### src/prt_pkg.sv
package prt_pkg;

    // Table dimensions.
    localparam int MAX_PEERS         = 16;
    localparam int PREFIXES_PER_PEER = 8;

    // Peer slot width is set by the found_peer and peer_id fields.
    localparam int PEER_W      = 4;
    localparam int PEERS_CNT_W = $clog2(MAX_PEERS + 1);
    localparam int PFX_CNT_W   = $clog2(PREFIXES_PER_PEER + 1);
    localparam int PFX_IDX_W   = (PREFIXES_PER_PEER > 1) ? $clog2(PREFIXES_PER_PEER) : 1;

    // Operation codes.
    localparam logic [2:0] OP_ADD_PEER   = 3'd0;
    localparam logic [2:0] OP_ADD_PREFIX = 3'd1;
    localparam logic [2:0] OP_DEST_LOOK  = 3'd2;
    localparam logic [2:0] OP_SRC_CHECK  = 3'd3;
    localparam logic [2:0] OP_INSTALL    = 3'd4;
    localparam logic [2:0] OP_INDEX_LOOK = 3'd5;

    // Result status codes.
    localparam logic [1:0] STAT_OK     = 2'd0;
    localparam logic [1:0] STAT_FULL   = 2'd1;
    localparam logic [1:0] STAT_NOPEER = 2'd2;
    localparam logic [1:0] STAT_MISS   = 2'd3;

    // Command broadcast from the controller to every cell.
    typedef struct packed {
        logic [2:0]             op;
        logic [PEER_W-1:0]      peer_id;
        logic [31:0]            ip_addr;
        logic [5:0]             prefix_len;
        logic [31:0]            session_index;
        logic [PEERS_CNT_W-1:0] peers_in_use;
        logic                   start;
        logic                   scan_en;
        logic [PFX_IDX_W-1:0]   scan_idx;
    } prt_cmd_t;

    // Result handed from cell to cell; claim marks the first owner found.
    typedef struct packed {
        logic              claim;
        logic [1:0]        status;
        logic              hit;
        logic [PEER_W-1:0] found;
        logic              which;
    } prt_res_t;

    // Network mask for a prefix length of at most 32.
    function automatic logic [31:0] len_mask(input logic [5:0] len);
        logic [31:0] m;
        if (len == 6'd0) begin
            m = 32'h0;
        end else begin
            m = 32'hFFFF_FFFF << (6'd32 - len);
        end
        return m;
    endfunction

endpackage

### src/prt_ctrl.sv
module prt_ctrl
    import prt_pkg::*;
(
    input  logic        aclk,
    input  logic        aresetn,
    input  logic        s_tvalid,
    output logic        s_tready,
    input  logic [79:0] s_tdata,
    input  logic [2:0]  s_tuser,
    output logic        m_tvalid,
    input  logic        m_tready,
    output logic [7:0]  m_tdata,
    output logic [1:0]  m_tuser,
    output prt_cmd_t    cmd,
    input  prt_res_t    chain_res
);

    // Sequencer states.
    localparam logic [2:0] ST_IDLE  = 3'd0;
    localparam logic [2:0] ST_START = 3'd1;
    localparam logic [2:0] ST_SCAN  = 3'd2;
    localparam logic [2:0] ST_CHAIN = 3'd3;
    localparam logic [2:0] ST_DONE  = 3'd4;

    logic [2:0]             state_reg,   state_next;
    logic [PFX_IDX_W-1:0]   scan_cnt_reg, scan_cnt_next;
    logic [PEER_W-1:0]      chain_cnt_reg, chain_cnt_next;
    logic [PEERS_CNT_W-1:0] peers_reg;
    logic                   add_full_reg;
    logic [PEER_W-1:0]      add_slot_reg;

    logic [2:0]        op_reg;
    logic [PEER_W-1:0] peer_id_reg;
    logic [31:0]       ip_addr_reg;
    logic [5:0]        plen_reg;
    logic [31:0]       sidx_reg;

    logic       m_valid_reg;
    logic [7:0] m_data_reg;
    logic [1:0] m_user_reg;

    logic       s_acc;
    logic       out_free;
    logic [5:0] plen_in;
    prt_res_t   res;

    assign s_tready = (state_reg == ST_IDLE);
    assign s_acc    = s_tvalid && s_tready;
    assign out_free = !m_valid_reg || m_tready;

    // Prefix lengths above 32 count as 32.
    assign plen_in = (s_tdata[41:36] > 6'd32) ? 6'd32 : s_tdata[41:36];

    // Latch the accepted transaction.
    always_ff @(posedge aclk) begin
        if (s_acc) begin
            op_reg      <= s_tuser;
            peer_id_reg <= s_tdata[3:0];
            ip_addr_reg <= s_tdata[35:4];
            plen_reg    <= plen_in;
            sidx_reg    <= s_tdata[73:42];
        end
    end

    // Broadcast to the cells.
    always_comb begin
        cmd               = '0;
        cmd.op            = op_reg;
        cmd.peer_id       = peer_id_reg;
        cmd.ip_addr       = ip_addr_reg;
        cmd.prefix_len    = plen_reg;
        cmd.session_index = sidx_reg;
        cmd.peers_in_use  = peers_reg;
        cmd.start         = (state_reg == ST_START);
        cmd.scan_en       = (state_reg == ST_SCAN);
        cmd.scan_idx      = scan_cnt_reg;
    end

    // Next-state logic of the sequencer.
    always_comb begin
        state_next     = state_reg;
        scan_cnt_next  = scan_cnt_reg;
        chain_cnt_next = chain_cnt_reg;
        unique case (state_reg)
            ST_IDLE: begin
                if (s_acc) begin
                    state_next = ST_START;
                end
            end
            ST_START: begin
                state_next    = ST_SCAN;
                scan_cnt_next = '0;
            end
            ST_SCAN: begin
                scan_cnt_next = scan_cnt_reg + PFX_IDX_W'(1);
                if (scan_cnt_reg == PFX_IDX_W'(PREFIXES_PER_PEER - 1)) begin
                    state_next     = ST_CHAIN;
                    chain_cnt_next = '0;
                end
            end
            ST_CHAIN: begin
                chain_cnt_next = chain_cnt_reg + PEER_W'(1);
                if (chain_cnt_reg == PEER_W'(MAX_PEERS - 1)) begin
                    state_next = ST_DONE;
                end
            end
            ST_DONE: begin
                if (out_free) begin
                    state_next = ST_IDLE;
                end
            end
            default: begin
                state_next = ST_IDLE;
            end
        endcase
    end

    always_ff @(posedge aclk) begin
        if (!aresetn) begin
            state_reg     <= ST_IDLE;
            scan_cnt_reg  <= '0;
            chain_cnt_reg <= '0;
        end else begin
            state_reg     <= state_next;
            scan_cnt_reg  <= scan_cnt_next;
            chain_cnt_reg <= chain_cnt_next;
        end
    end

    // Peer count; a new peer takes the next free slot.
    always_ff @(posedge aclk) begin
        if (!aresetn) begin
            peers_reg <= '0;
        end else if ((state_reg == ST_START) && (op_reg == OP_ADD_PEER)
                     && (peers_reg < PEERS_CNT_W'(MAX_PEERS))) begin
            peers_reg <= peers_reg + PEERS_CNT_W'(1);
        end
    end

    always_ff @(posedge aclk) begin
        if (state_reg == ST_START) begin
            add_full_reg <= peers_reg >= PEERS_CNT_W'(MAX_PEERS);
            add_slot_reg <= peers_reg[PEER_W-1:0];
        end
    end

    // Final result: the chain's claim, or the default for the operation.
    always_comb begin
        res = '0;
        if (chain_res.claim) begin
            res = chain_res;
        end else begin
            unique case (op_reg) inside
                OP_ADD_PEER: begin
                    res.status = add_full_reg ? STAT_FULL : STAT_OK;
                    res.found  = add_full_reg ? '0 : add_slot_reg;
                end
                OP_ADD_PREFIX, OP_SRC_CHECK, OP_INSTALL: begin
                    res.status = STAT_NOPEER;
                end
                default: begin
                    res.status = STAT_MISS;
                end
            endcase
        end
    end

    // Output register; the next transaction may be accepted while it waits.
    always_ff @(posedge aclk) begin
        if (!aresetn) begin
            m_valid_reg <= 1'b0;
        end else if ((state_reg == ST_DONE) && out_free) begin
            m_valid_reg <= 1'b1;
        end else if (m_tready) begin
            m_valid_reg <= 1'b0;
        end
    end

    always_ff @(posedge aclk) begin
        if ((state_reg == ST_DONE) && out_free) begin
            m_data_reg <= {2'b00, res.which, res.found, res.hit};
            m_user_reg <= res.status;
        end
    end

    assign m_tvalid = m_valid_reg;
    assign m_tdata  = m_data_reg;
    assign m_tuser  = m_user_reg;

endmodule

### config.mk
export PLATFORM = sky130hd
export DESIGN_NAME = prt_ctrl
export DESIGN_NICKNAME = d
export VERILOG_FILES = /design/src/prt_pkg.sv /design/src/prt_ctrl.sv
export SDC_FILE = /design/constraint.sdc
export NUM_CORES = 1
export LEC_CHECK = 0
export ABC_AREA = 1
export BUFFER_PORTS_ARGS = -buffer_cell sky130_fd_sc_hd__buf_2
export CORE_MARGIN = 8
export CORE_UTILIZATION = 40
export DETAILED_ROUTE_END_ITERATION = 12
export HOLD_SLACK_MARGIN = 0.03
export PLACE_DENSITY_LB_ADDON = 0.3
export SYNTH_ARGS = -nofsm -noshare
export SYNTH_HDL_FRONTEND = slang
export SYNTH_SLANG_ARGS = --single-unit
### constraint.sdc
create_clock -name aclk -period 6.3 [get_ports aclk]
set_input_delay 0.945 -clock aclk [delete_from_list [all_inputs] [get_ports aclk]]
set_output_delay 0.945 -clock aclk [all_outputs]
set_load 0.05 [all_outputs]
======== Word level (Yosys, flattened, before mapping) ========
Cells that the tools add are included.
storage, ports and cells
  logic and storage cells ................. 64
  bits of input ports ..................... 96
  output and inout port bits .............. 99
  register bits ........................... 106
operators by class
  add/subtract/negate cells ............... 3
  reduce and logical (&&, ||, !) cells .... 14
  equality and inequality tests ........... 13
  mux-type cells .......................... 16
  order comparisons ....................... 3
operators with widths
  kind                                                       number
  two-way mux 4 bit                                          4
  case mux 3 bit (5 select lines)                            1
  two-way mux 3 bit                                          4
  == test 3 x 2 -> 1 bit (second input constant)             3
  == test 3 bit (second input constant)                      3
  case mux 4 bit (2 select lines)                            1
  == test 3 x 1 -> 1 bit (second input constant)             2
  > comparator 6 bit (second input constant)                 1
  zero test 3 bit                                            2
  case mux 3 bit (2 select lines)                            1
  nonzero test 2 bit                                         3
  adder 5 x 1 -> 5 bit (second input constant)               1
  greater-or-equal comparator 5 bit (second input constant)  1
  < comparator 5 bit (second input constant)                 1
  adder 4 x 1 -> 4 bit (second input constant)               1
  == test 4 bit (second input constant)                      1
  logical AND 1 bit                                          4
  != test 2 x 1 -> 1 bit (second input constant)             2
  != test 2 bit (second input constant)                      2
  case mux 2 bit (2 select lines)                            1
  AND reduction 4 bit                                        1
  adder 3 x 1 -> 3 bit (second input constant)               1
  two-way mux 1 bit                                          3
  OR reduction 3 bit                                         1
  4 further kinds                                            4

======== Longest topological paths before layout ========
  depth after elaboration ................. 4
  mapped depth ............................ 9
  gate-level depth less buffers ........... 9

======== Worst setup path after synthesis ========
Ideal clock, no wire load.
  path type ............................... input to register
  start point ............................. input s_tvalid
  end point ............................... register ip_addr_reg[0] (enable)
  cell stages on the path ................. 2
  data required time ...................... 5.693 ns
  buffers on the path ..................... 0
  arrival ................................. 6.194 ns
  setup slack ............................. -0.500 ns
  setup time .............................. 0.607 ns
  cells stage by stage .................... inv_1 -> nor3_1
on the way
  word-level cells in the longest chain between the ends .. 1
ends and longest elaborated chain
  element               RTL line        RTL
  start, declared       prt_ctrl.sv:6   input logic s_tvalid,
  logical AND 1 bit     prt_ctrl.sv:48  assign s_acc = s_tvalid && s_tready;
  net s_acc             prt_ctrl.sv:42  logic s_acc;
  end signal, assigned  prt_ctrl.sv:59  ip_addr_reg <= s_tdata[35:4];
  end, declared         prt_ctrl.sv:34  logic [31:0] ip_addr_reg;
The timed path passes the listed nets, and every way through them passes these cells.
A chain may end at the register's enable or synchronous reset.

==> results_dict.tcl <==
set metrics [dict create \
    postCtsSetupRepairBufs 0 \
    cts_buffer_depth 2 \
    start_util 0.410 \
    critPathKind "reg2out" \
    htree_levels 3 \
    p_switching_uw 1000 \
    syn-mean-instance-area_um2 14.8 \
    final_hold_viol_count 0 \
    place_congestion 0.753 \
    drive_above_1_share 0.481 \
    async_reset_ff_frac 0 \
    synthCells 255 \
    status "completed" \
    synth_top_flop_cell "edfxtp_1" \
    p_per_area_mw_per_mm2 453 \
    num_rows 35 \
    synth-edff-count 90 \
    layout_commonest_cell "buf_2" \
    combPwrFrac 0.383 \
    path_max_fanout 8 \
    grt_remaining_overflow 0 \
    clock_skew_ns 0.0137 \
    layout_min_cycle_time_ns 2.54 \
    cts_tree "built" \
    fin_ws_ns 3.76 \
    swShare 0.443 \
    num_vias 2597 \
    antenna_left 0 \
    drt-total-wl_um 9480 \
    io_buffer_count 186 \
    relSlewSlack 0.350 \
    tightest_slew_ns 0.976 \
    min_period_over_period 0.404 \
    io-pin-count 195 \
    drt_iter0_markers 78 \
    mostFrequentLayoutCells "186 x buf_2, 90 x edfxtp_1, 32 x nand2_1, 25 x inv_1, 24 x nor2_1" \
    pre_cts_slack_ns 3.85 \
    dr.pass1.iters 4 \
    hp-class "reg2reg" \
    fillers 776 \
    n_antenna_cell 0 \
    drc 0 \
    numCtsBuffers 9 \
    clk-insertion-delay-late_ns 0.35 \
    cts_sinks 106 \
    coreArea_mm2 0.00920 \
    cts_root_buffer "clkbuf_8" \
    dieHeight_um 113 \
    p_clk_frac 0.168 \
    ys_seq_elements 106 \
    postCtsHoldBufs 0 \
    clkTransAtPathRegs_ns 0.10 \
    ys_types 28 \
    grt_max_degree 78 \
    setup_viol 0 \
    synth-warning-count 0 \
    die_w_um 113 \
    post_cts_resized 0 \
    grt_usage 0.142 \
    tns_ns 0 \
    final_max_slew_viol_count 0 \
    start_kind "flip-flop" \
    seqPwrFrac 0.448 \
    grt_pass1_wl_um 14000 \
    p_int_uw 1260 \
    antenna_found_initial 0 \
    grt_pass1_vias 2645 \
    seq_area_frac_synth 0.801 \
    syn_area_mm2 0.00377 \
    cp-end-kind "output port" \
    finalNetCount 548 \
    dpl.hpwl_um 7430 \
    worstPathRequired_ns 5.35 \
    area_growth_pct 32.6 \
    post_drt_wl_per_cell_um 16.9 \
    arrival_ns 1.60 \
    via_per_inst 4.62 \
    rsz0062_at_grt "false" \
    p_leak_uw 0.00220 \
    drv_cap 0 \
    clock.fmax_mhz 393 \
    die_area_mm2 0.0128 \
    ir_drop_mv 0.271 \
]
## cell usage after synthesis, types with 2 or more instances
cell type | count | area, µm²
dfxtp_1 | 16 | 320
nor2_1 | 24 | 90.1
nor3_1 | 2 | 10.0
a21oi_1 | 11 | 55.1
edfxtp_1 | 90 | 2700
inv_1 | 25 | 93.8
nand3_1 | 10 | 50.1
inv_2 | 3 | 11.3
ha_1 | 5 | 62.6
nor2_2 | 2 | 12.5
nand2_2 | 3 | 18.8
buf_4 | 3 | 22.5
o21ai_0 | 13 | 65.1
nand2_1 | 32 | 120
clkbuf_1 | 3 | 11.3
## power by group through the flow
stage / Combinational (µW) / Clock, µW / Sequential [µW]
CTS: 881 / 393 / 1020
floorplan: 224 / 0 / 1480
detailed placement: 881 / 0 / 1030
global placement: 872 / 0 / 1030
finish: 869 / 382 / 1020
global route: 916 / 415 / 1030
## metrics by stage
stage / instances / total power [µW] / utilization / instance area, µm² / hold slack (ns)
6_report: 562 / 2270 / 0.544 / 5000 / 0.485
5_1_grt: 562 / 2360 / 0.544 / 5000 / 0.523
4_1_cts: 562 / 2290 / 0.544 / 5000 / 0.490
3_5_place_dp: 547 / 1910 / 0.525 / 4830 / 0.474
3_3_place_gp: 547 / 1900 / 0.525 / 4830 / 0.465
2_1_floorplan: 256 / 1710 / - / 3780 / 0.453
## area by class of cell
class	count	area, µm²	share of cell area
sequential	106	3020	0.604
timing repair buffer	187	938	0.188
multi-input combinational	114	612	0.122
tap	111	139	0.0278
clock buffer	9	124	0.0248
inverter	29	114	0.0228
clock inverter	6	51.3	0.0103
## per-layer routing
| metal | part of all wire | routed length, µm | GRT usage |
|---|---|---|---|
| met1 | 0.40 | 3800 | 0.158 |
| met2 | 0.51 | 4830 | 0.254 |
| met3 | 0.082 | 779 | 0.0426 |
| met4 | 0.0081 | 77 | 0.0480 |
| met5 | 0 | 0 | 0 |
## cells by family after synthesis
family,synth area share
flip-flops,0.801
buffers and inverters,0.0421
AND/OR/NAND/NOR,0.0959
AO/OA/AOI/OAI,0.0385
other,0.000994
XOR/XNOR,0.00464
adder cells (fa/ha/maj),0.0166
## worst max-delay path: stages (launching register included)
cell and delay (ns):
dfxtp_1 0.60, clkinv_4 0.15, nand3_2 0.14, inv_1 0.12
buf_2 0.24
## path summary, 6_finish.rpt
| path | from | to | slack [ns] | depth (start not counted) |
|---|---|---|---|---|
| hold / removal | scan_cnt_reg[2] | scan_cnt_reg[2] | 0.49 | 2 |
| setup reg to reg | state_reg[2] | ip_addr_reg[17] | 4.27 | 4 |
| setup / recovery | state_reg[1] | cmd[4] | 3.76 | 4 |
| hold reg to reg | scan_cnt_reg[2] | scan_cnt_reg[2] | 0.49 | 2 |
Power figures use the tool's default switching activity.
