==> src/prt_pkg.sv <==
package prt_pkg;

    // Table dimensions.
    localparam int MAX_PEERS         = 16;
    localparam int PREFIXES_PER_PEER = 8;

    // Peer slot width is set by the found_peer and peer_id fields.
    localparam int PEER_W      = 4;
    localparam int PEERS_CNT_W = $clog2(MAX_PEERS + 1);
    localparam int PFX_CNT_W   = $clog2(PREFIXES_PER_PEER + 1);
    localparam int PFX_IDX_W   = (PREFIXES_PER_PEER > 1) ? $clog2(PREFIXES_PER_PEER) : 1;

    // Operation codes.
    localparam logic [2:0] OP_ADD_PEER   = 3'd0;
    localparam logic [2:0] OP_ADD_PREFIX = 3'd1;
    localparam logic [2:0] OP_DEST_LOOK  = 3'd2;
    localparam logic [2:0] OP_SRC_CHECK  = 3'd3;
    localparam logic [2:0] OP_INSTALL    = 3'd4;
    localparam logic [2:0] OP_INDEX_LOOK = 3'd5;

    // Result status codes.
    localparam logic [1:0] STAT_OK     = 2'd0;
    localparam logic [1:0] STAT_FULL   = 2'd1;
    localparam logic [1:0] STAT_NOPEER = 2'd2;
    localparam logic [1:0] STAT_MISS   = 2'd3;

    // Command broadcast from the controller to every cell.
    typedef struct packed {
        logic [2:0]             op;
        logic [PEER_W-1:0]      peer_id;
        logic [31:0]            ip_addr;
        logic [5:0]             prefix_len;
        logic [31:0]            session_index;
        logic [PEERS_CNT_W-1:0] peers_in_use;
        logic                   start;
        logic                   scan_en;
        logic [PFX_IDX_W-1:0]   scan_idx;
    } prt_cmd_t;

    // Result handed from cell to cell; claim marks the first owner found.
    typedef struct packed {
        logic              claim;
        logic [1:0]        status;
        logic              hit;
        logic [PEER_W-1:0] found;
        logic              which;
    } prt_res_t;

    // Network mask for a prefix length of at most 32.
    function automatic logic [31:0] len_mask(input logic [5:0] len);
        logic [31:0] m;
        if (len == 6'd0) begin
            m = 32'h0;
        end else begin
            m = 32'hFFFF_FFFF << (6'd32 - len);
        end
        return m;
    endfunction

endpackage

==> src/prt_cell.sv <==
module prt_cell
    import prt_pkg::*;
(
    input  logic              aclk,
    input  logic              aresetn,
    input  logic [PEER_W-1:0] cell_idx,
    input  prt_cmd_t          cmd,
    input  prt_res_t          chain_in,
    output prt_res_t          chain_out
);

    // Prefix store of this peer; entries at or above the count never match.
    logic [31:0] pfx_net_mem [PREFIXES_PER_PEER];
    logic [5:0]  pfx_len_mem [PREFIXES_PER_PEER];

    logic [PFX_CNT_W-1:0] pfx_cnt_reg;
    logic                 cur_valid_reg;
    logic [31:0]          cur_index_reg;
    logic                 prev_valid_reg;
    logic [31:0]          prev_index_reg;
    logic                 allows_reg;
    logic                 full_reg;
    prt_res_t             chain_reg;

    logic     active;
    logic     sel;
    logic     new_slot;
    logic     pfx_full;
    logic     scan_match;
    logic     cur_hit;
    logic     prev_hit;
    logic     add_pfx;
    prt_res_t own;

    // This peer exists and, for addressed operations, is the one addressed.
    assign active   = PEERS_CNT_W'(cell_idx) < cmd.peers_in_use;
    assign sel      = active && (cell_idx == cmd.peer_id);
    assign new_slot = (cmd.peers_in_use == PEERS_CNT_W'(cell_idx))
                   && (cmd.peers_in_use < PEERS_CNT_W'(MAX_PEERS));
    assign pfx_full = pfx_cnt_reg >= PFX_CNT_W'(PREFIXES_PER_PEER);
    assign add_pfx  = cmd.start && (cmd.op == OP_ADD_PREFIX) && sel && !pfx_full;

    // One stored prefix is compared per scan cycle.
    assign scan_match = (PFX_CNT_W'(cmd.scan_idx) < pfx_cnt_reg)
        && ((cmd.ip_addr & len_mask(pfx_len_mem[cmd.scan_idx]))
            == pfx_net_mem[cmd.scan_idx]);

    // Session slot matches; the index lookup ignores index zero.
    assign cur_hit  = cur_valid_reg && (cur_index_reg == cmd.session_index);
    assign prev_hit = prev_valid_reg && (prev_index_reg == cmd.session_index);

    // Prefix store write, at the slot given by the current count.
    always_ff @(posedge aclk) begin
        if (add_pfx) begin
            pfx_net_mem[pfx_cnt_reg[PFX_IDX_W-1:0]] <= cmd.ip_addr & len_mask(cmd.prefix_len);
            pfx_len_mem[pfx_cnt_reg[PFX_IDX_W-1:0]] <= cmd.prefix_len;
        end
    end

    // Session slots carry no reset; the valid bits guard them.
    always_ff @(posedge aclk) begin
        if (cmd.start && (cmd.op == OP_INSTALL) && sel) begin
            cur_index_reg <= cmd.session_index;
            if (cur_valid_reg) begin
                prev_index_reg <= cur_index_reg;
            end
        end
    end

    // Per-peer control state.
    always_ff @(posedge aclk) begin
        if (!aresetn) begin
            pfx_cnt_reg    <= '0;
            cur_valid_reg  <= 1'b0;
            prev_valid_reg <= 1'b0;
            allows_reg     <= 1'b0;
            full_reg       <= 1'b0;
        end else if (cmd.start) begin
            allows_reg <= 1'b0;
            unique case (cmd.op)
                OP_ADD_PEER: begin
                    if (new_slot) begin
                        pfx_cnt_reg    <= '0;
                        cur_valid_reg  <= 1'b0;
                        prev_valid_reg <= 1'b0;
                    end
                end
                OP_ADD_PREFIX: begin
                    full_reg <= pfx_full;
                    if (add_pfx) begin
                        pfx_cnt_reg <= pfx_cnt_reg + PFX_CNT_W'(1);
                    end
                end
                OP_INSTALL: begin
                    if (sel) begin
                        cur_valid_reg <= 1'b1;
                        if (cur_valid_reg) begin
                            prev_valid_reg <= 1'b1;
                        end
                    end
                end
                default: begin
                end
            endcase
        end else if (cmd.scan_en && scan_match) begin
            allows_reg <= 1'b1;
        end
    end

    // Result this peer offers to the chain.
    always_comb begin
        own       = '0;
        own.found = cell_idx;
        unique case (cmd.op)
            OP_ADD_PREFIX: begin
                if (sel) begin
                    own.claim  = 1'b1;
                    own.status = full_reg ? STAT_FULL : STAT_OK;
                end
            end
            OP_DEST_LOOK: begin
                if (active && allows_reg) begin
                    own.claim  = 1'b1;
                    own.hit    = 1'b1;
                    own.status = STAT_OK;
                end
            end
            OP_SRC_CHECK: begin
                if (sel) begin
                    own.claim  = 1'b1;
                    own.hit    = allows_reg;
                    own.status = allows_reg ? STAT_OK : STAT_MISS;
                end
            end
            OP_INSTALL: begin
                if (sel) begin
                    own.claim  = 1'b1;
                    own.status = STAT_OK;
                end
            end
            OP_INDEX_LOOK: begin
                if (active && (cmd.session_index != 32'h0) && (cur_hit || prev_hit)) begin
                    own.claim  = 1'b1;
                    own.hit    = 1'b1;
                    own.status = STAT_OK;
                    own.which  = !cur_hit;
                end
            end
            default: begin
            end
        endcase
    end

    // Chain stage: an earlier claim passes on, otherwise this peer's result.
    always_ff @(posedge aclk) begin
        if (!aresetn) begin
            chain_reg <= '0;
        end else begin
            chain_reg <= chain_in.claim ? chain_in : own;
        end
    end

    assign chain_out = chain_reg;

endmodule

==> config.mk <==
export PLATFORM = sky130hd
export DESIGN_NAME = prt_cell
export DESIGN_NICKNAME = d
export VERILOG_FILES = /design/src/prt_pkg.sv /design/src/prt_cell.sv
export SDC_FILE = /design/constraint.sdc
export NUM_CORES = 1
export LEC_CHECK = 0
export BUFFER_PORTS_ARGS = -buffer_cell sky130_fd_sc_hd__buf_2
export CAP_MARGIN = 20
export CORE_ASPECT_RATIO = 1.1
export CORE_MARGIN = 3
export CORE_UTILIZATION = 40
export CTS_CLUSTER_DIAMETER = 100
export CTS_CLUSTER_SIZE = 16
export DETAILED_ROUTE_END_ITERATION = 8
export HOLD_SLACK_MARGIN = 0.02
export PLACE_DENSITY = 0.65
export RECOVER_POWER = 25
export REMOVE_ABC_BUFFERS = 1
export SLEW_MARGIN = 20
export SYNTH_ARGS = -nofsm -noshare
export SYNTH_HDL_FRONTEND = slang
export SYNTH_SLANG_ARGS = --single-unit
==> constraint.sdc <==
create_clock -name aclk -period 17.8 [get_ports aclk]
set_clock_uncertainty 0.1 [all_clocks]
set_input_delay 4.45 -clock aclk [delete_from_list [all_inputs] [get_ports aclk]]
set_output_delay 4.45 -clock aclk [all_outputs]
set_load 0.1 [all_outputs]
======== After elaboration in Yosys (flattened, before gate mapping) ========
Memory sizes are Yosys's and may differ from the RTL's.
Index checks and enable logic that the tools add are counted.
cells by class
  add/subtract/negate cells ............... 3
  magnitude comparators ................... 4
  eq/ne operators ......................... 14
  shift-type cells ........................ 2
  muxes and demuxes ....................... 26
  bitwise gates (word level) .............. 3
  reduce and logical (&&, ||, !) cells .... 29
operators by type and width
  operator                                              count
  equality test 32 bit                                  3
  two-way mux 32 bit                                    3
  AND 32 bit                                            2
  left shift 32 x 6 -> 32 bit (first input constant)    2
  nonzero test 32 bit                                   1
  two-way mux 4 bit                                     5
  one-hot mux 3 bit (5 select lines)                    1
  logical AND 1 bit                                     14
  zero test 6 bit                                       2
  subtractor 6 bit (first input constant)               2
  two-way mux 1 bit                                     9
  two-way mux 9 bit                                     1
  inequality test 2 bit (second input constant)         4
  one-hot mux 4 bit (2 select lines)                    1
  AND reduction 4 bit                                   2
  equality test 3 x 2 -> 1 bit (second input constant)  2
  equality test 3 bit (second input constant)           2
  two-way mux 3 bit                                     2
  equality test 5 x 4 -> 1 bit                          1
  < comparator 4 x 5 -> 1 bit                           1
  < comparator 5 bit (second input constant)            1
  AND reduction 5 bit                                   1
  adder 4 x 1 -> 4 bit (second input constant)          1
  equality test 4 bit                                   1
  13 further kinds                                      17
storage, ports and cells
  bits in registers ....................... 81
  memory bits (writable) .................. 304
  input bits .............................. 102
  memories kept ........................... 2
memories
  memory       words  width  read ports  clocked after memory_dff  wr ports  line            RTL
  pfx_net_mem  8      32     1           0                         1         prt_cell.sv:13  logic [31:0] pfx_net_mem [PREFIXES_PER_PEER];
  pfx_len_mem  8      6      1           0                         1         prt_cell.sv:14  logic [5:0] pfx_len_mem [PREFIXES_PER_PEER];

======== Longest topological paths before layout ========
Gate-level depths: netlist (run 1).
An unclocked memory read counts as a cell.
  depth after elaboration ................. 8
  depth in mapped cells ................... 16

======== Least setup slack after synthesis (run 1) ========
Ideal clock, no wire load.
  kind .................................... input-to-reg
  start point ............................. input cmd[7] (netlist name)
  end point ............................... memory pfx_len_mem[1][0], enable pin
  setup time .............................. 0.481 ns
  arrival ................................. 8.355 ns
  setup slack ............................. 8.864 ns
  stages .................................. 11
  buffers on the path ..................... 0
  path through ............................ inv_1 ha_1 a21oi_1 o22ai_1 nor2_1 nor2_1 nor2_1 nand2_1 nor3_1 nand2_1 nor3_1
on the way
  longest elaborated chain between the ends .. 6
ends and longest elaborated chain
  item                                     line            RTL
  start, declared                          prt_cell.sv:7   input prt_cmd_t cmd,
  < comparator 4 x 5 -> 1 bit              prt_cell.sv:36  assign active = PEERS_CNT_W'(cell_idx) < cmd.peers_in_use;
  logical AND 1 bit                        prt_cell.sv:37  assign sel = active && (cell_idx == cmd.peer_id);
  logical AND 1 bit (2 in series)          prt_cell.sv:41  assign add_pfx = cmd.start && (cmd.op == OP_ADD_PREFIX) && sel && !pfx_full;
  two-way mux 1 bit                        prt_cell.sv:54  if (add_pfx) begin
  two-way mux 1 bit (not written as such)  prt_cell.sv:56  pfx_len_mem[pfx_cnt_reg[PFX_IDX_W-1:0]] <= cmd.prefix_len;
  end, declared                            prt_cell.sv:14
Every way passes these cells.

======== Worst setup path after layout (run 1) ========
  start point ............................. input cmd[0] (netlist name)
  end point ............................... register allows_reg
on the way
  longest elaborated chain between the ends .. 8
ends and longest elaborated chain
  item                         line             RTL
  memory read (8 x 6 bit)      n/a
  subtractor 6 bit             prt_pkg.sv:55    m = 32'hFFFF_FFFF << (6'd32 - len);
  left shift 32 x 6 -> 32 bit  prt_pkg.sv:55
  two-way mux 32 bit           prt_pkg.sv:52    if (len == 6'd0) begin
  AND 32 bit                   prt_cell.sv:45   && ((cmd.ip_addr & len_mask(pfx_len_mem[cmd.scan_idx]))
  equality test 32 bit         prt_cell.sv:46   == pfx_net_mem[cmd.scan_idx]);
  logical AND 1 bit (*)        prt_cell.sv:45
  logical AND 1 bit (*)        prt_cell.sv:105  end else if (cmd.scan_en && scan_match) begin
  end signal, assigned         prt_cell.sv:76   allows_reg <= 1'b0;
  end signal, assigned         prt_cell.sv:79   allows_reg <= 1'b0;
  end signal, assigned         prt_cell.sv:106  allows_reg <= 1'b1;
  end, declared                prt_cell.sv:21   logic allows_reg;
Mark *: on every way between the ends. The rest lies on a longest branch, timed or not.
A chain may end at the register's enable or synchronous reset.

==> summary.txt, run 1 <==
Critical path
  – Cells on worst reg2reg path: 12
  – Slowest cell on crit path: mux2i_1
  – Crit path capture type: flip-flop
  – Required time worst endpoint: around 18 ns
  – CP peak stage delay: 0.75 ns
  – Crit path cell chain: buf_4 > mux4_2 > mux2_2 > inv_2 > ha_1 > o211ai_1 > mux2i_1 > nand2_1 > xnor2_1 > a2111oi_0 > nand4_1 > or4_1 > o21ai_1
  – Crit-path max FO: 27
  – Buffers & Inverters on Critical Path: 2
  – CP arrival: ~9.0 ns
  – Kind of critical path: in2reg
  – CP top delay family: multiplexers
  – WP depth: 13
  – Startpoint Class: input port

STA
  – Fin crit share: about half
  – Fmax: 115.7 MHz
  – Period minus WS final: 8.640 ns
  – Unrepaired setup endpoints after global routing: false
  – Slew margin rel.: -23.82%
  – Final hold vios: 0
  – # setup viols final: 0
  – Measured slew at the worst slew-check pin: 1.857 ns
  – Final slew viol count: 34
  – Sum Neg Setup Slack: 0 ns

Power and ir drop
  – Power Dens Cells: 92.48 nW/um^2
  – Peak VDD IR: 0.00006652 V
  – Leakage: 6.221 nW
  – Power Total: between 0.0015 and 0.002 W

Routing
  – DR vias: 9941
  – DR vias/cell: 5.585
  – DRT Pass-1 Iters: 5
  – Routed WL per cell: 23.16 microns
  – # DRC: 0
  – Post-route ant nets: 0
  – Routed WL: 41220 microns
  – Initial DRC Count: 763

Global route
  – Antenna violations before repair: 0
  – First-pass GRT wire length: approximately 63000 microns
  – All-layer global routing usage: a little under a fifth
  – Vias in the first global route: 10.08k
  – Gr ovfl total: 0
  – Largest net degree at the start of global routing: 49

Placement
  – Placer Congestion: 0.9551
  – DP HPWL: about 28000 microns
  – PortBufs: 110
  – Dpl cells: 1728

Die
  – Core Rows: 78
  – Die X-Extent: 202.3 microns
  – DIE HEIGHT: 221.9 microns
  – Core region area: 41570 sq um
  – # IOs: 111
  – Initial core utilization: a little over 40%
  – DIE AREA: 44890 sq um

Logic synthesis
  – Yosys reg bits: 385
  – Distinct cells, synth: 71
  – Synthesis Warnings: 0
  – XOR/XNOR share of the synthesized area: 4.598%
  – Mean Syn Cell Area: ~16 sq um
  – Post-synth EDFFs: 368
  – Synth Area in Simple Gates: 7.979%
  – Compound-Gate Fraction of Synth Area: 5.890%
  – Main flop type after synthesis: edfxtp_1
  – Ys async rst share: 0%
  – Synth Instances: roughly 1.1k
  – Mux contribution to synthesized area: 11.72%
  – Post-synthesis sequential area ratio: between 60% and 70%
  – Largest family of logic cells by synthesized area: multiplexers
  – Synth Cell Area: 16950 sq um
  – Adder-Cell Fraction of Synth Area: approximately 1.1%

Finish
  – Largest register FFs: around 260
  – Share of cells above drive strength 1: 16.48%
  – Fill count: between 3k and 4k
  – Net count reported at finish: 1315
  – Final non-filler cell total: approximately 1.8k
  – Number of diodes: 0
  – P&R area growth vs syn: 12.09%

Clock tree
  – CTS H-tree lvls: 1
  – Worst skew pair latency: 0.56 ns
  – CTS resizes: 0
  – CTS clock-pin slew for the worst setup and hold paths: 0.08 ns
  – Bufs on Longest Clock Path: 3
  – Clock Root Buffer: clkbuf_16
  – CTS tree: built
  – Post-CTS Hold Fix Bufs: 0
  – Post-CTS Setup Repair Bufs: 0
  – Cts bufs inserted: 28
  – Sink Count: 385

Status
  – Status: complete, but fails checks
  – Failing checks: max-capacitance violations, max-slew violations

Min path
  – Hold path depth: 0
  – Min-delay worst type: reg2reg

Job
  – Maxcap violations: 1
==> kinds of logic (layout without fill, tap and decap cells) <==
group                      Yosys count  in the layout
muxes                              117            117
xor gates and xnor gates            89             89
and+or+nand+nor                    258            258
AOI/OAI and AO/OA                  150            150
DFF                                385            385
buffers and inverters               60            206
adders and majority gates           15             15
==> cell usage in the layout, fill, tap and decap left out, drive strengths merged, types with 8 or more instances in the layout <==
cell    count
edfxtp    368
nand2      68
xnor2      78
nor2b      21
mux2       12
buf        76
a31oi       9
nand4      22
dfxtp      17
ha         15
nor3       12
a21oi      31
inv        28
xor2       11
mux2i      42
o22ai       8
and3       15
o211ai     10
nand3       9
clkbuf    101
nor2       50
mux4       63
nor4       19
o21ai      38
nand2b     10
==> layer usage <==
layer	share of wire [%]	global-route usage, %
met5	0	0
met4	2.3	4.851
met3	4.9	2.114
met2	50	31.37
met1	42	24.96
==> final timing paths <==
check / start / slack (ns) / to
setup / recovery: cmd[0] / 9.16 / allows_reg$_SDFFE_PP0P_
hold / removal: cur_index_reg[9]$_DFFE_PP_ / 0.36 / prev_index_reg[9]$_DFFE_PP_
setup reg to reg: pfx_len_mem[7][1]$_DFFE_PP_ / 13.24 / allows_reg$_SDFFE_PP0P_
hold reg to reg: cur_index_reg[9]$_DFFE_PP_ / 0.36 / prev_index_reg[9]$_DFFE_PP_
==> cell type report <==
type,count,area (sq um),share of cell area (%)
sequential,385,11390,59.95
clock buffer,50,804.5,4.234
tap,560,700.7,3.688
clock inverter,2,17.52,0.09219
inverter,27,101.3,0.5334
multi-input combinational,629,5369,28.26
timing repair buffer,127,616.8,3.246
==> stage by stage <==
step                      area (sq um)  worst slack (ns)  hold slack (ns)  util (%)
after floorplan                  16800             8.864           0.3364         -
after global placement           18240             8.681           0.3516     43.87
after detailed placement         18250             8.654           0.3563     43.88
after CTS                        19070             9.228           0.3690     45.86
after global routing             19000             8.823           0.3731     45.70
final                            19000             9.160           0.3605     45.70
==> worst reg2reg max path, cell delays in order, from the launching register on <==
cell and delay, ns:
edfxtp_1 0.38, mux4_2 0.50, mux2_2 0.34, inv_2 0.14, ha_1 0.46, o211ai_1 0.29, mux2i_1 0.75, nand2_1 0.15
xnor2_1 0.16, a2111oi_0 0.42, nand4_1 0.15, or4_1 0.53, o21ai_1 0.15
==> cell usage after synthesis, types with 18 or more instances <==
master / instances / area (sq um)
edfxtp_1: 368 / 11050
xnor2_1: 78 / 683.2
nand2_1: 68 / 255.2
mux4_2: 63 / 1419
nor2_1: 50 / 187.7
mux2i_1: 41 / 410.4
o21ai_0: 34 / 170.2
a21oi_1: 30 / 150.1
inv_1: 24 / 90.09
nand4_1: 22 / 137.6
nor2b_1: 21 / 131.4
nor4_1: 18 / 112.6
==> report_power, final <==
group	switching (W)	internal (W)
Combinational	0.000106	0.0000560
Clock	0.000298	0.000307
Sequential	0.000000613	0.000990
Total	0.000405	0.00135
No activity file was read; power rests on OpenSTA's default activity.
==> inputs of run 2 (changes only) <==
- clock period: 17.8 -> 8.3 ns (I/O delays scaled with it)
==> run 2 against run 1 <==
  * Design area barely moved
  * Highest routed layer is now met5
  * Wire length rose by 0.59%
  * Die area did not move
  * Via count rose by 0.36%
  * The flow still finishes with violations (max-capacitance violations, max-slew violations)
  * Critical path depth did not move
  * Largest cell class unchanged
==> summary.txt, run 2 (same netlist as run 1, synthesis figures left out) <==
Finish
  – Most common cell after layout, fill and taps aside: edfxtp_1
  – P&R area growth vs syn: 12.15% (about the same)
  – Most frequent cells in the layout: edfxtp_1, xnor2_1, clkbuf_1
  – Number of diodes: 0 (unchanged)
  – Net count reported at finish: 1318 (+0.23%)
  – Largest register FFs: 256 (unchanged)
  – Share of cells above drive strength 1: 16.52% (+0.041 points)
  – Post-route cell area: 19010 sq um (about the same)
  – Core Util, Final: 45.73% (about the same)

Routing
  – Initial DRC Count: 836 (+9.6%)
  – Routed WL per cell: 23.26 microns (+0.42%)
  – Post-route ant nets: 0 (unchanged)
  – DRT Pass-1 Iters: 5 (unchanged)
  – Routed WL: 41470 microns (+0.59%)
  – DR vias: 9977 (+0.36%)
  – # DRC: 0 (unchanged)
  – DR vias/cell: 5.596 (+0.19%)

Die
  – Die X-Extent: 202.3 microns (unchanged)
  – Core region area: 41570 sq um (unchanged)
  – DIE HEIGHT: 221.9 microns (unchanged)
  – Core Rows: 78 (unchanged)
  – Initial core utilization: 40.77% (unchanged)
  – # IOs: 111 (unchanged)
  – DIE AREA: 44890 sq um (unchanged)

STA
  – Fin crit share: between 70% and 80%
  – Slew margin rel.: -20.91% (+2.9 points)
  – # setup viols final: 0 (unchanged)
  – Measured slew at the worst slew-check pin: 1.814 ns (-0.04366 ns)
  – Final hold vios: 0 (unchanged)
  – Period minus WS final: 6.288 ns
  – Unrepaired setup endpoints after global routing: false
  – Final slew viol count: 34 (unchanged)
  – Fmax: roughly 160 MHz
  – Sum Neg Setup Slack: 0 ns (unchanged)

Global route
  – Vias in the first global route: 10.27k (+1.9%)
  – Antenna violations before repair: 2 (+2)
  – Largest net degree at the start of global routing: 50 (+2.0%)
  – First-pass GRT wire length: 63060 microns (-0.33%)
  – Gr ovfl total: 0 (unchanged)
  – All-layer global routing usage: 18.28% (about the same)

Placement
  – Dpl cell area: 18260 sq um (about the same)
  – Placer Congestion: 0.9721 (+1.8%)
  – DP HPWL: 27470 microns (-1.2%)
  – PortBufs: 110 (unchanged)

Power and ir drop
  – Peak VDD IR: 0.0001864 V (+180%)
  – Leakage: 6.228 nW (+0.11%)
  – Power Dens Cells: 198.2 nW/um^2 (+110%)

Status
  – Status: complete, but fails checks
  – Failing checks: max-capacitance violations, max-slew violations

Critical path
  – Reg2Reg Setup Slack: 3.69 ns (-9.55 ns)
  – Required time worst endpoint: 8.71 ns (-9.49 ns)
  – CP arrival: 6.70 ns (-2.34 ns)
  – Kind of critical path: in2reg
  – Crit path capture type: flip-flop
  – Startpoint Class: input port
  – Crit-path max FO: 26 (-3.7%)
  – Cells on worst reg2reg path: 12 (unchanged)

Clock tree
  – Sink Count: 385 (unchanged)
  – CTS clock-pin slew for the worst setup and hold paths: 0.08 ns (about the same)
  – Cts bufs inserted: 28 (unchanged)
  – CTS resizes: 0 (unchanged)
  – Bufs on Longest Clock Path: 3 (unchanged)
  – Post-CTS Hold Fix Bufs: 0 (unchanged)
  – CTS tree: built
  – Clock Root Buffer: clkbuf_16
  – Worst skew pair latency: 0.57 ns (about the same)
  – Post-CTS Setup Repair Bufs: 0 (unchanged)
  – CTS H-tree lvls: 1 (unchanged)

Min path
  – Min-delay worst type: reg2reg
  – Hold path depth: 0 (unchanged)

Job
  – Maxcap violations: 1 (unchanged)
## run 2: cell count changes in the layout (fill, tap and decap cells not counted), sizes merged
cell / delta
buf: +2
clkbuf: +1
clkinv: +1
inv: -1
## run 2: metal layers
metal	global-route usage, %	part of all wire (%)	vias to the layer above
met5	0	0.075	-
li1	-	-	4494
met3	2.613	5.1	70
met2	31.54	50	299
met4	4.672	2.3	4
met1	24.50	42	5110
## run 2: power breakdown
group          leakage (nW)  switching (W)  internal (W)
logic                  2.28       0.000229      0.000121
registers              3.56     0.00000118       0.00212
clock network         0.389       0.000648      0.000647
## run 2: layout make-up
| type | instances | area, sq um |
|---|---|---|
| repair buffers | 130 | 635.6 |
| clock buffers | 50 | 787.0 |
| multi-input cells | 629 | 5363 |
| fillers | 3738 | 22560 |
| clock inverters | 2 | 32.53 |
| flip-flops and latches | 385 | 11390 |
| inverters | 27 | 101.3 |
| well taps | 560 | 700.7 |
## run 2: worst paths after layout
| kind | start | to |
|---|---|---|
| worst max-delay path | cmd[0] | allows_reg$_SDFFE_PP0P_ |
| worst min-delay path | cur_index_reg[12]$_DFFE_PP_ | prev_index_reg[12]$_DFFE_PP_ |
| worst max register to register | pfx_len_mem[2][1]$_DFFE_PP_ | allows_reg$_SDFFE_PP0P_ |
| worst min register to register | cur_index_reg[12]$_DFFE_PP_ | prev_index_reg[12]$_DFFE_PP_ |
## run 2: metrics by stage
| stage | instances | hold slack (ns) | total power [W] | setup WS, ns |
|---|---|---|---|---|
| 2_1_floorplan | 1041 | 0.3364 | 0.002370 | 1.739 |
| 3_3_place_gp | 1731 | 0.3526 | 0.002516 | 1.641 |
| 3_5_place_dp | 1731 | 0.3563 | 0.002519 | 1.551 |
| 4_1_cts | 1783 | 0.3544 | 0.003802 | 2.128 |
| 5_1_grt | 1783 | 0.3582 | 0.003898 | 1.694 |
| 6_report | 1783 | 0.3516 | 0.003769 | 2.012 |
## run 2: worst max-delay path: stages
cell and delay (ns):
buf_4 0.39, mux4_2 0.56, mux2_2 0.33, inv_2 0.13
ha_1 0.44, o211ai_1 0.28, mux2i_1 0.79, nand2_1 0.15
xnor2_1 0.16, a2111oi_0 0.52, nand4_1 0.17, or4_1 0.52
o21ai_1 0.14
